File: src/hw/rtl/pbld_pkg.sv
// types and constants shared by the packbits line decoder
// no dependencies; compiled first
`default_nettype none

package pbld_pkg;

  localparam logic [7:0] SKIP_HEADER = 8'h80;
  localparam logic [15:0] LINE_WIDTH_RESET = 16'd1;
  localparam int unsigned LANES = 4;

  // register index decoded from paddr[2]
  localparam logic REG_LINE_WIDTH = 1'b0;

  typedef enum logic [2:0] {
    PH_HEADER  = 3'b001,
    PH_LITERAL = 3'b010,
    PH_REPEAT  = 3'b100
  } phase_t;

  typedef enum logic [1:0] {
    ST_IDLE = 2'b01,
    ST_EMIT = 2'b10
  } state_t;

  // one output word cut from the pending run
  typedef struct packed {
    logic [31:0] word;
    logic [2:0]  count;
    logic [7:0]  rest;
    logic        done;
  } chunk_t;

endpackage

`default_nettype wire

File: src/hw/rtl/pbld_in_if.sv
// input channel of the packbits line decoder: one compressed byte per transfer
// no dependencies
`default_nettype none

interface pbld_in_if;
  logic       valid;
  logic       ready;
  logic [7:0] code_byte;
  logic       line_last;

  modport source (output valid, output code_byte, output line_last, input ready);
  modport sink (input valid, input code_byte, input line_last, output ready);
endinterface

`default_nettype wire

File: src/hw/rtl/pbld_out_if.sv
// output channel of the packbits line decoder: up to four decoded bytes per transfer
// no dependencies
`default_nettype none

interface pbld_out_if;
  logic        valid;
  logic        ready;
  logic [31:0] out_bytes;
  logic [2:0]  byte_count;
  logic        run_last;
  logic        line_end;

  modport source (output valid, output out_bytes, output byte_count, output run_last,
                  output line_end, input ready);
  modport sink (input valid, input out_bytes, input byte_count, input run_last,
                input line_end, output ready);
endinterface

`default_nettype wire

File: src/hw/rtl/pbld_chunker.sv
// cuts the next word of up to four copies of a byte from a pending run length
// depends on pbld_pkg
`default_nettype none

module pbld_chunker (
  input  wire logic [7:0]      left,
  input  wire logic [7:0]      value,
  output pbld_pkg::chunk_t     chunk
);

  logic [2:0] count;

  always_comb begin
    count = (left >= 8'd4) ? 3'(pbld_pkg::LANES) : left[2:0];
    for (int i = 0; i < pbld_pkg::LANES; i++) begin
      chunk.word[8*i +: 8] = (3'(i) < count) ? value : 8'h00;
    end
    chunk.count = count;
    chunk.rest  = left - {5'b0, count};
    chunk.done  = (chunk.rest == 8'd0);
  end

endmodule

`default_nettype wire

File: src/hw/rtl/packbits_line_decoder.sv
// packbits scan line decoder, top level
// depends on pbld_pkg, pbld_in_if, pbld_out_if, pbld_chunker
//
// in_ch carries one compressed byte per transfer with a line_last flag; out_ch
// carries results of up to four decoded bytes (first byte in bits 7:0).
// A literal byte gives one result of one byte; a repeat value byte gives
// ceil(n/4) results of four bytes but the last may be shorter. A line_last byte that
// decodes nothing gives one end marker with byte_count 0. run_last marks the
// final result of an input byte, line_end the final result of a line.
// An input byte is taken first, then the shared chunk unit cuts its results
// one after another. in_ch.ready is low while results of the current byte are
// still being produced.
// A held output register lets the next byte be taken while the last result
// still waits; when out_ch stalls the chunk unit waits with it.
// line_width is set over the APB port at address 0 (reset value 1); writing
// it restarts the line, as does a line_last byte. rst is synchronous and
// returns the block to the start of a line with line_width 1.
`default_nettype none

module packbits_line_decoder (
  input  wire logic        clk,
  input  wire logic        rst,
  pbld_in_if.sink          in_ch,
  pbld_out_if.source       out_ch,
  input  wire logic        psel,
  input  wire logic        penable,
  input  wire logic        pwrite,
  input  wire logic [2:0]  paddr,
  input  wire logic [31:0] pwdata,
  output logic [31:0]      prdata,
  output logic             pready
);

  pbld_pkg::state_t state;
  pbld_pkg::phase_t phase, phase_next;
  logic [15:0] line_width;
  logic [15:0] width_left, width_left_next;
  logic [7:0]  literal_left, literal_left_next;
  logic [7:0]  repeat_len, repeat_len_next;

  logic [7:0]  emit_left;
  logic [7:0]  emit_byte;
  logic        emit_end;
  logic [7:0]  emit_len;
  logic        produce;
  logic [7:0]  hdr_cnt;
  logic [7:0]  clamped;

  logic        out_valid;
  logic [31:0] out_bytes;
  logic [2:0]  byte_count;
  logic        run_last;
  logic        line_end;

  logic        accept;
  logic        cfg_write;
  logic        slot_free;
  pbld_pkg::chunk_t chunk;

  assign pready    = 1'b1;
  assign cfg_write = psel && penable && pwrite && (paddr[2] == pbld_pkg::REG_LINE_WIDTH);
  assign prdata    = (paddr[2] == pbld_pkg::REG_LINE_WIDTH) ? {16'b0, line_width} : 32'b0;

  assign in_ch.ready = (state == pbld_pkg::ST_IDLE);
  assign accept      = in_ch.valid && in_ch.ready;
  assign slot_free   = !out_valid || out_ch.ready;

  assign out_ch.valid      = out_valid;
  assign out_ch.out_bytes  = out_bytes;
  assign out_ch.byte_count = byte_count;
  assign out_ch.run_last   = run_last;
  assign out_ch.line_end   = line_end;

  pbld_chunker u_chunker (
    .left  (emit_left),
    .value (emit_byte),
    .chunk (chunk)
  );

  // header run length: 257 - b for repeats, b + 1 for literals
  always_comb begin
    if (in_ch.code_byte[7]) begin
      hdr_cnt = 8'(8'd0 - in_ch.code_byte) + 8'd1;
    end else begin
      hdr_cnt = in_ch.code_byte + 8'd1;
    end
    clamped = (width_left < {8'b0, hdr_cnt}) ? width_left[7:0] : hdr_cnt;
  end

  always_comb begin
    phase_next        = phase;
    width_left_next   = width_left;
    literal_left_next = literal_left;
    repeat_len_next   = repeat_len;
    emit_len          = 8'd0;
    produce           = 1'b0;
    unique case (phase)
      pbld_pkg::PH_LITERAL: begin
        emit_len          = 8'd1;
        produce           = 1'b1;
        literal_left_next = literal_left - 8'd1;
        if (literal_left_next == 8'd0) begin
          phase_next = pbld_pkg::PH_HEADER;
        end
      end
      pbld_pkg::PH_REPEAT: begin
        emit_len        = repeat_len;
        produce         = (repeat_len != 8'd0);
        width_left_next = width_left - {8'b0, repeat_len};
        repeat_len_next = 8'd0;
        phase_next      = pbld_pkg::PH_HEADER;
      end
      pbld_pkg::PH_HEADER: begin
        if (in_ch.code_byte == pbld_pkg::SKIP_HEADER) begin
          phase_next = pbld_pkg::PH_HEADER;
        end else if (in_ch.code_byte[7]) begin
          repeat_len_next = clamped;
          phase_next      = pbld_pkg::PH_REPEAT;
        end else begin
          width_left_next   = width_left - {8'b0, clamped};
          literal_left_next = clamped;
          phase_next        = (clamped != 8'd0) ? pbld_pkg::PH_LITERAL
                                                : pbld_pkg::PH_HEADER;
        end
      end
      default: begin
        phase_next = pbld_pkg::PH_HEADER;
      end
    endcase
  end

  always_ff @(posedge clk) begin
    if (rst) begin
      state        <= pbld_pkg::ST_IDLE;
      phase        <= pbld_pkg::PH_HEADER;
      line_width   <= pbld_pkg::LINE_WIDTH_RESET;
      width_left   <= pbld_pkg::LINE_WIDTH_RESET;
      literal_left <= 8'd0;
      repeat_len   <= 8'd0;
      out_valid    <= 1'b0;
    end else begin
      if (cfg_write) begin
        line_width   <= pwdata[15:0];
        width_left   <= pwdata[15:0];
        phase        <= pbld_pkg::PH_HEADER;
        literal_left <= 8'd0;
        repeat_len   <= 8'd0;
      end else if (accept) begin
        if (in_ch.line_last) begin
          // line ends: start over whatever run was open
          width_left   <= line_width;
          phase        <= pbld_pkg::PH_HEADER;
          literal_left <= 8'd0;
          repeat_len   <= 8'd0;
        end else begin
          width_left   <= width_left_next;
          phase        <= phase_next;
          literal_left <= literal_left_next;
          repeat_len   <= repeat_len_next;
        end
        if (produce || in_ch.line_last) begin
          state <= pbld_pkg::ST_EMIT;
        end
      end

      if (state == pbld_pkg::ST_EMIT && slot_free) begin
        out_valid <= 1'b1;
        if (chunk.done) begin
          state <= pbld_pkg::ST_IDLE;
        end
      end else if (out_ch.ready) begin
        out_valid <= 1'b0;
      end
    end
  end

  // payload registers
  always_ff @(posedge clk) begin
    if (accept) begin
      emit_left <= produce ? emit_len : 8'd0;
      emit_byte <= in_ch.code_byte;
      emit_end  <= in_ch.line_last;
    end else if (state == pbld_pkg::ST_EMIT && slot_free) begin
      emit_left <= chunk.rest;
    end
    if (state == pbld_pkg::ST_EMIT && slot_free) begin
      out_bytes  <= chunk.word;
      byte_count <= chunk.count;
      run_last   <= chunk.done;
      line_end   <= chunk.done && emit_end;
    end
  end

  // an end marker is always the final result of its line
  a_marker_final: assert property (@(posedge clk) disable iff (rst)
    out_valid && (byte_count == 3'd0) |-> run_last && line_end)
    else $error("end marker without run_last and line_end");

  // only the final result of a byte may carry fewer than four bytes
  a_short_is_last: assert property (@(posedge clk) disable iff (rst)
    out_valid && (byte_count != 3'd4) |-> run_last)
    else $error("short result before the end of a run");

  a_line_end_last: assert property (@(posedge clk) disable iff (rst)
    out_valid && line_end |-> run_last)
    else $error("line_end without run_last");

  a_literal_count: assert property (@(posedge clk) disable iff (rst)
    (phase == pbld_pkg::PH_LITERAL) |-> (literal_left != 8'd0))
    else $error("literal phase with no bytes left");

  // no new byte is taken while results of the previous one are pending
  a_no_overlap: assert property (@(posedge clk) disable iff (rst)
    accept && (produce || in_ch.line_last) |=> !in_ch.ready)
    else $error("input taken while results pending");

endmodule

`default_nettype wire

File: src/flat_wrapper.sv
// flat-port wrapper written by rule: the top's interface ports become plain ports
module packbits_line_decoder_flat 
  (clk, rst, psel, penable, pwrite, paddr, pwdata, prdata, pready, in_ch_valid, in_ch_code_byte, in_ch_line_last, in_ch_ready, out_ch_valid, out_ch_out_bytes, out_ch_byte_count, out_ch_run_last, out_ch_line_end, out_ch_ready);
  pbld_in_if in_ch_i ();
  pbld_out_if out_ch_i ();
  input  wire logic clk;
  input  wire logic rst;
  input  wire logic psel;
  input  wire logic penable;
  input  wire logic pwrite;
  input  wire logic [2:0] paddr;
  input  wire logic [31:0] pwdata;
  output logic [31:0] prdata;
  output logic pready;
  input wire logic [$bits(in_ch_i.valid)-1:0] in_ch_valid;
  input wire logic [$bits(in_ch_i.code_byte)-1:0] in_ch_code_byte;
  input wire logic [$bits(in_ch_i.line_last)-1:0] in_ch_line_last;
  output wire logic [$bits(in_ch_i.ready)-1:0] in_ch_ready;
  output wire logic [$bits(out_ch_i.valid)-1:0] out_ch_valid;
  output wire logic [$bits(out_ch_i.out_bytes)-1:0] out_ch_out_bytes;
  output wire logic [$bits(out_ch_i.byte_count)-1:0] out_ch_byte_count;
  output wire logic [$bits(out_ch_i.run_last)-1:0] out_ch_run_last;
  output wire logic [$bits(out_ch_i.line_end)-1:0] out_ch_line_end;
  input wire logic [$bits(out_ch_i.ready)-1:0] out_ch_ready;
  assign in_ch_i.valid = in_ch_valid;
  assign in_ch_i.code_byte = in_ch_code_byte;
  assign in_ch_i.line_last = in_ch_line_last;
  assign in_ch_ready = in_ch_i.ready;
  assign out_ch_valid = out_ch_i.valid;
  assign out_ch_out_bytes = out_ch_i.out_bytes;
  assign out_ch_byte_count = out_ch_i.byte_count;
  assign out_ch_run_last = out_ch_i.run_last;
  assign out_ch_line_end = out_ch_i.line_end;
  assign out_ch_i.ready = out_ch_ready;
  packbits_line_decoder u_core (.clk(clk), .rst(rst), .in_ch(in_ch_i), .out_ch(out_ch_i), .psel(psel), .penable(penable), .pwrite(pwrite), .paddr(paddr), .pwdata(pwdata), .prdata(prdata), .pready(pready));
endmodule
File: config.mk
export PLATFORM = sky130hd
export DESIGN_NAME = packbits_line_decoder_flat
export DESIGN_NICKNAME = d
export VERILOG_FILES = /design/src/hw/rtl/pbld_pkg.sv /design/src/hw/rtl/pbld_in_if.sv /design/src/hw/rtl/pbld_out_if.sv /design/src/hw/rtl/pbld_chunker.sv /design/src/hw/rtl/packbits_line_decoder.sv /design/src/flat_wrapper.sv
export SDC_FILE = /design/constraint.sdc
export NUM_CORES = 1
export LEC_CHECK = 0
export BUFFER_PORTS_ARGS = -buffer_cell sky130_fd_sc_hd__buf_2
export CORE_ASPECT_RATIO = 1.25
export CORE_MARGIN = 2
export CORE_UTILIZATION = 45
export CTS_CLUSTER_SIZE = 10
export DETAILED_ROUTE_END_ITERATION = 8
export PLACE_DENSITY = 0.67
export SLEW_MARGIN = 40
export SYNTH_ARGS = -nofsm -noshare
export SYNTH_HDL_FRONTEND = slang
export SYNTH_SLANG_ARGS = --single-unit
File: constraint.sdc
create_clock -name clk -period 5.4 [get_ports clk]
set_input_delay 0.27 -clock clk [delete_from_list [all_inputs] [get_ports clk]]
set_output_delay 0.27 -clock clk [all_outputs]
set_load 0.03 [all_outputs]
-- Word-level counts from Yosys, hierarchy flattened
Index checks and enable logic that the tools add are counted.
- register bits after elaboration: 108
- input port bits: 51
- output and inout bits: 72
- word-level logic and storage cells: 103
- add/sub/neg operators: 7
- $lt $le $gt $ge: 6
- eq/ne operators: 12
- muxes and demuxes: 36
- bitwise operators: 1
- reductions and logical operators: 24
- operator list (kind ; number):
    $mux 16 ; 6
    $mux 8 ; 11
    $pmux 8 s2 ; 3
    $pmux 16 s2 ; 1
    $sub 16x8->16 ; 2
    $add 8x1->8 const B ; 2
    $logic_not 8->1 ; 2
    $lt 16x8->1 ; 1
    $reduce_bool 8->1 ; 2
    $mux 3 ; 5
    $mux 2 ; 6
    $reduce_and 4->1 ; 3
    $ne 3x3->1 const B ; 3
    $eq 8x8->1 const B ; 1
    $ge 8x3->1 const B ; 1
    $ne 4x3->1 const B ; 2
    $sub 1x8->8 const A ; 1
    $sub 8x1->8 const B ; 1
    $sub 8x3->8 ; 1
    $logic_and 1x1->1 ; 6
    $lt 1x3->1 const A ; 2
    $lt 2x3->1 const A ; 2
    $pmux 3 s2 ; 1
    $reduce_bool 2->1 ; 3
    other kinds (15) ; 18

-- Longest topological paths before layout
- depth in word-level cells: 12
- mapped depth: 22
- gate-level depth less buffers: 21

-- By module
From an unflattened synthesis, not the netlist that was laid out.
- cells, all modules: 684
- area total of the unflattened synthesis: 6239.7 um2
- modules (own cells, without submodules) (module ; instances ; cells an instance ; area each (um2) ; sequential area each (um2)):
    packbits_line_decoder ; 1 ; 612 ; 5778.0 ; 2702.6
    pbld_chunker ; 1 ; 72 ; 461.7 ; 0.0

-- Worst setup path after synthesis
OpenSTA, ideal clock, no wires.
- kind: input to register
- start point: in in_ch_code_byte[7]
- end point: reg u_core.width_left[15]
- data arrival time: 4.217 ns
- required time: 5.297 ns
- path slack: 1.079 ns
- cell stages on the path: 19
- path through: clkbuf_1 -> buf_2 -> a21oi_1 -> a31oi_1 -> inv_1 -> ha_1 -> a21oi_1 -> nor2b_1 -> o21ai_0 -> o2111ai_1 -> buf_6 -> mux2_4 -> mux2_2 -> ha_1 -> a2111o_1 -> o211ai_1 -> and3_2 -> nor3b_1 -> a2111oi_2
- cells in the longest elaborated chain, start to end: 12
- ends and longest elaborated chain (item ; RTL line ; text):
    start, declared ; flat_wrapper.sv:16 ; input wire logic [$bits(in_ch_i.code_byte)-1:0] in_ch_code_byte;
    $sub 1x8->8 ; packbits_line_decoder.sv:83 ; hdr_cnt = 8'(8'd0 - in_ch.code_byte) + 8'd1;
    $add 8x1->8 ; packbits_line_decoder.sv:83 ;
    $mux 8 ; packbits_line_decoder.sv:82 ; if (in_ch.code_byte[7]) begin
    $lt 16x8->1 ; packbits_line_decoder.sv:87 ; clamped = (width_left < {8'b0, hdr_cnt}) ? width_left[7:0] : hdr_cnt;
    $mux 8 ; packbits_line_decoder.sv:87 ;
    $sub 16x8->16 ; packbits_line_decoder.sv:120 ; width_left_next = width_left - {8'b0, clamped};
    $mux 16 ; packbits_line_decoder.sv:116 ; end else if (in_ch.code_byte[7]) begin
    $mux 16 ; packbits_line_decoder.sv:114 ; if (in_ch.code_byte == pbld_pkg::SKIP_HEADER) begin
    $pmux 16 s2 ; packbits_line_decoder.sv:97 ; unique case (phase)
    $mux 16 ; packbits_line_decoder.sv:149 ; if (in_ch.line_last) begin
    $mux 16 ; packbits_line_decoder.sv:148 ; end else if (accept) begin
    $mux 16 ; packbits_line_decoder.sv:142 ; if (cfg_write) begin
    end signal, assigned ; packbits_line_decoder.sv:144 ; width_left <= pwdata[15:0];
    end signal, assigned ; packbits_line_decoder.sv:151 ; width_left <= line_width;
    end signal, assigned ; packbits_line_decoder.sv:156 ; width_left <= width_left_next;
    end, declared ; packbits_line_decoder.sv:37 ; logic [15:0] width_left, width_left_next;
Several ways; a longest one is shown, not always the timed one. The select of a mux whose other input is x is not followed.
A chain may end at the register's enable or synchronous reset.

-- Worst setup path after layout
- start point: in in_ch_code_byte[1]
- end point: reg u_core.width_left[15]
Same word-level chain as after synthesis.

==> results.ini <==
[synth]
yosysTopAreaCell=edfxtp_1
netlist_area_um2=6170
synth_cells=677
synth-seq-cells=108
ys_types=71
synth_area_leaders=edfxtp_1 (26%), dfxtp_1 (18%), nand2_1 (4.8%), ha_1 (4.5%), a21oi_1 (4.1%)
synthArstFlopShare_pct=0
ys_seq_area_share_pct=43.8
yosysWarnings=0
synth_edf_count=54
synth_top_area_share_pct=26.3
synth_flop_cell=edfxtp_1
syn_area_per_cell_um2=9.11

[global_route]
grt_pass1_vias=5108
antenna_found_initial=0
grt_pass1_wl_mm=24.2
grt_remaining_overflow=0
grt_max_degree=39
grt.total_usage_pct=20.5

[min_path]
hold_start=pwdata[0]
hold_class=primary input to flip-flop
min_path_cells=3
hold_end=u_core.line_width[0]

[detailed_routing]
routed_wl_mm=14.4
viasPerCell=5.52
drt-wirelength-per-cell_um=15.5
vias=5116
dr.pass1.iters=5
ant_nets=0
drc=0
drt_iter0_drc=271

[critical_path]
worst-setup-path-type=primary input to flip-flop
r2r-start=u_core.width_left[1]
rr_endpoint=u_core.width_left[15]
cp.required_ps=5650
cp_cell_sequence=buf_2 > ha_1 > a31oi_1 > a211oi_1 > a31oi_1 > inv_1 > ha_1 > a21oi_1 > nor2b_1 > o21ai_0 > o2111ai_1 > buf_4 > mux2i_1 > mux2_2 > ha_1 > o21a_1 > o31a_1 > o211ai_1 > and3_2 > nor3b_1 > a2111oi_2
arrival_ps=5010
cp-start-kind=primary input
regToRegSetupSlack_ps=1200
end_kind=flip-flop
cp_slowest_cell=o211ai_1
rr_worst_depth=15
max_stage_delay_ps=500
crit_path_max_fanout=7
crit_top_cell=ha_1

[timing]
setup_violations=0
worst_pin_slew_ps=874
max_freq_mhz=210
layout_setup_ws_ps=638
drv_slew=0
rsz0062_at_grt=no
min_period_ps=4760
finalSetupTns_ps=0
fin_worst_skew_ps=13.3
slew_headroom_pct=41.6
post-route-period-util_pct=88.2
finalHoldViolCount=0

[place]
numPortBuffers=87
hpwl_mm=10.9
dp_slack_ps=302
gp_congestion=0.901
placed_area_um2=6680
dp.cells=911

[pwr]
vdd_drop_max_mv=0.175
leakage_nw=2.78
p_per_area_nw_per_um2=334

[floorplan]
coreArea_um2=13300
row_count=47
io_pins=123
initial_utilization_pct=46.4
die_h_um=135
die_area_um2=14700
die_x_um=109

[run]
max-cap-violations=0

[clock_tree]
cts.path.max_buffers=2
cts_hold_buf=0
cts_root_buf=clkbuf_16
cts_setup_buffers=0
clk_latency_ps=350
cts_tree=done
htree_levels=3
cts_buffers=9
clkSinkCount=108
cts-resized-gates=0
clkTransAtPathRegs_ps=80

[cells_and_area]
final_cells=927
postLayoutCoreUtil_pct=52.6
area_growth_pct=13.4
antenna_cells=0
final_area_um2=7000
drive_gt1_share_pct=17.9
fin_nets=825

[run_status]
status=finished clean

## cells by family after synthesis
| family | Yosys count | share of synthesized area (%) |
|---|---|---|
| other | 2 | 0.122 |
| DFF | 108 | 43.8 |
| AOI/OAI and AO/OA | 163 | 17.2 |
| and+or+nand+nor | 265 | 22.4 |
| muxes | 22 | 3.88 |
| xor gates and xnor gates | 11 | 1.56 |
| buffers and inverters | 83 | 6.27 |
| adders and majority gates | 23 | 4.79 |
## critical path: cells and delay by family
| kind | cells | cell delay, ps |
|---|---|---|
| AND/OR/NAND/NOR | 3 | 420 |
| multiplexers | 2 | 680 |
| AO/OA/AOI/OAI | 10 | 2290 |
| adder cells (fa/ha/maj) | 3 | 810 |
| buffers and inverters | 3 | 520 |
## synth_stat cells (5+ instances only)
master,n
nand2_1,79
dfxtp_1,54
edfxtp_1,54
a21oi_1,51
nor2_1,46
nor2b_1,39
inv_1,38
o21ai_0,29
clkbuf_1,23
ha_1,22
and2_1,19
buf_4,17
nor3_1,14
mux2i_1,13
nand2b_1,11
a31oi_1,10
o22ai_1,10
nand3_1,8
nor4_1,8
mux2_2,7
nand4_1,7
o221ai_1,7
a21boi_0,6
o21a_1,6
xnor2_1,6
nand3b_1,5
o211ai_1,5
xor2_1,5
## registers in the layout (all words and copies together), names as in the netlist
signal and count:
u_core.state 2, u_core.phase 3, u_core.repeat_len 8, u_core.out_ch.out_bytes 32, u_core.emit_byte 8, u_core.out_ch.line_end 1, u_core.width_left 16, u_core.out_ch.byte_count 3
u_core.emit_end 1, u_core.out_ch.valid 1, u_core.literal_left 8, u_core.emit_left 8, u_core.out_ch.run_last 1, u_core.line_width 16
## area by class of cell
class	instances	area [µm²]
Fill cell	1235	6290
Clock inverter	7	90.1
Sequential cell	108	2700
Inverter	38	143
Tap cell	171	214
Timing Repair Buffer	92	473
Multi-Input combinational cell	502	3150
Clock buffer	9	225
## layout by cell type, fill, tap and decap left out, types with 13 or more instances in the layout
| cell type | instances |
|---|---|
| buf_2 | 87 |
| nand2_1 | 79 |
| edfxtp_1 | 54 |
| dfxtp_1 | 54 |
| a21oi_1 | 50 |
| nor2_1 | 46 |
| nor2b_1 | 39 |
| inv_1 | 38 |
| o21ai_0 | 29 |
| ha_1 | 22 |
| and2_1 | 19 |
| conb_1 | 18 |
| nor3_1 | 14 |
| mux2i_1 | 13 |
## layer usage
layer,global-route usage [%],vias to the layer above,part of all wire (%)
li1,-,2544,-
met1,23.6,2393,40
met2,37.9,154,52
met3,2.12,25,4.3
met4,8.97,0,3.1
met5,0,-,0
## how the worst max path moves through the flow
stage                             to  slack [ps]               start  cells past startpoint
2_1_floorplan  u_core.width_left[15]        1080  in_ch_code_byte[7]                     19
3_3_place_gp   u_core.width_left[15]         540  in_ch_code_byte[1]                     21
3_5_place_dp   u_core.width_left[15]         300  in_ch_code_byte[1]                     19
4_1_cts        u_core.width_left[15]         670  in_ch_code_byte[1]                     19
5_1_grt        u_core.width_left[12]         300  in_ch_code_byte[1]                     23
6_report       u_core.width_left[15]         640  in_ch_code_byte[1]                     21
## per-stage QoR
step | power, W | hold WS, ps
6_report | 0.00234 | 134
5_1_grt | 0.00246 | 139
4_1_cts | 0.00234 | 115
3_5_place_dp | 0.00165 | 452
3_3_place_gp | 0.00162 | 443
2_1_floorplan | 0.00149 | 369
## where the power goes
part	internal, W	total [W]	switching (W)
clock network	0.000375	0.000701	0.000326
registers	0.000910	0.000962	0.0000517
logic	0.000279	0.000674	0.000395
No activity file was read; power rests on OpenSTA's default activity.
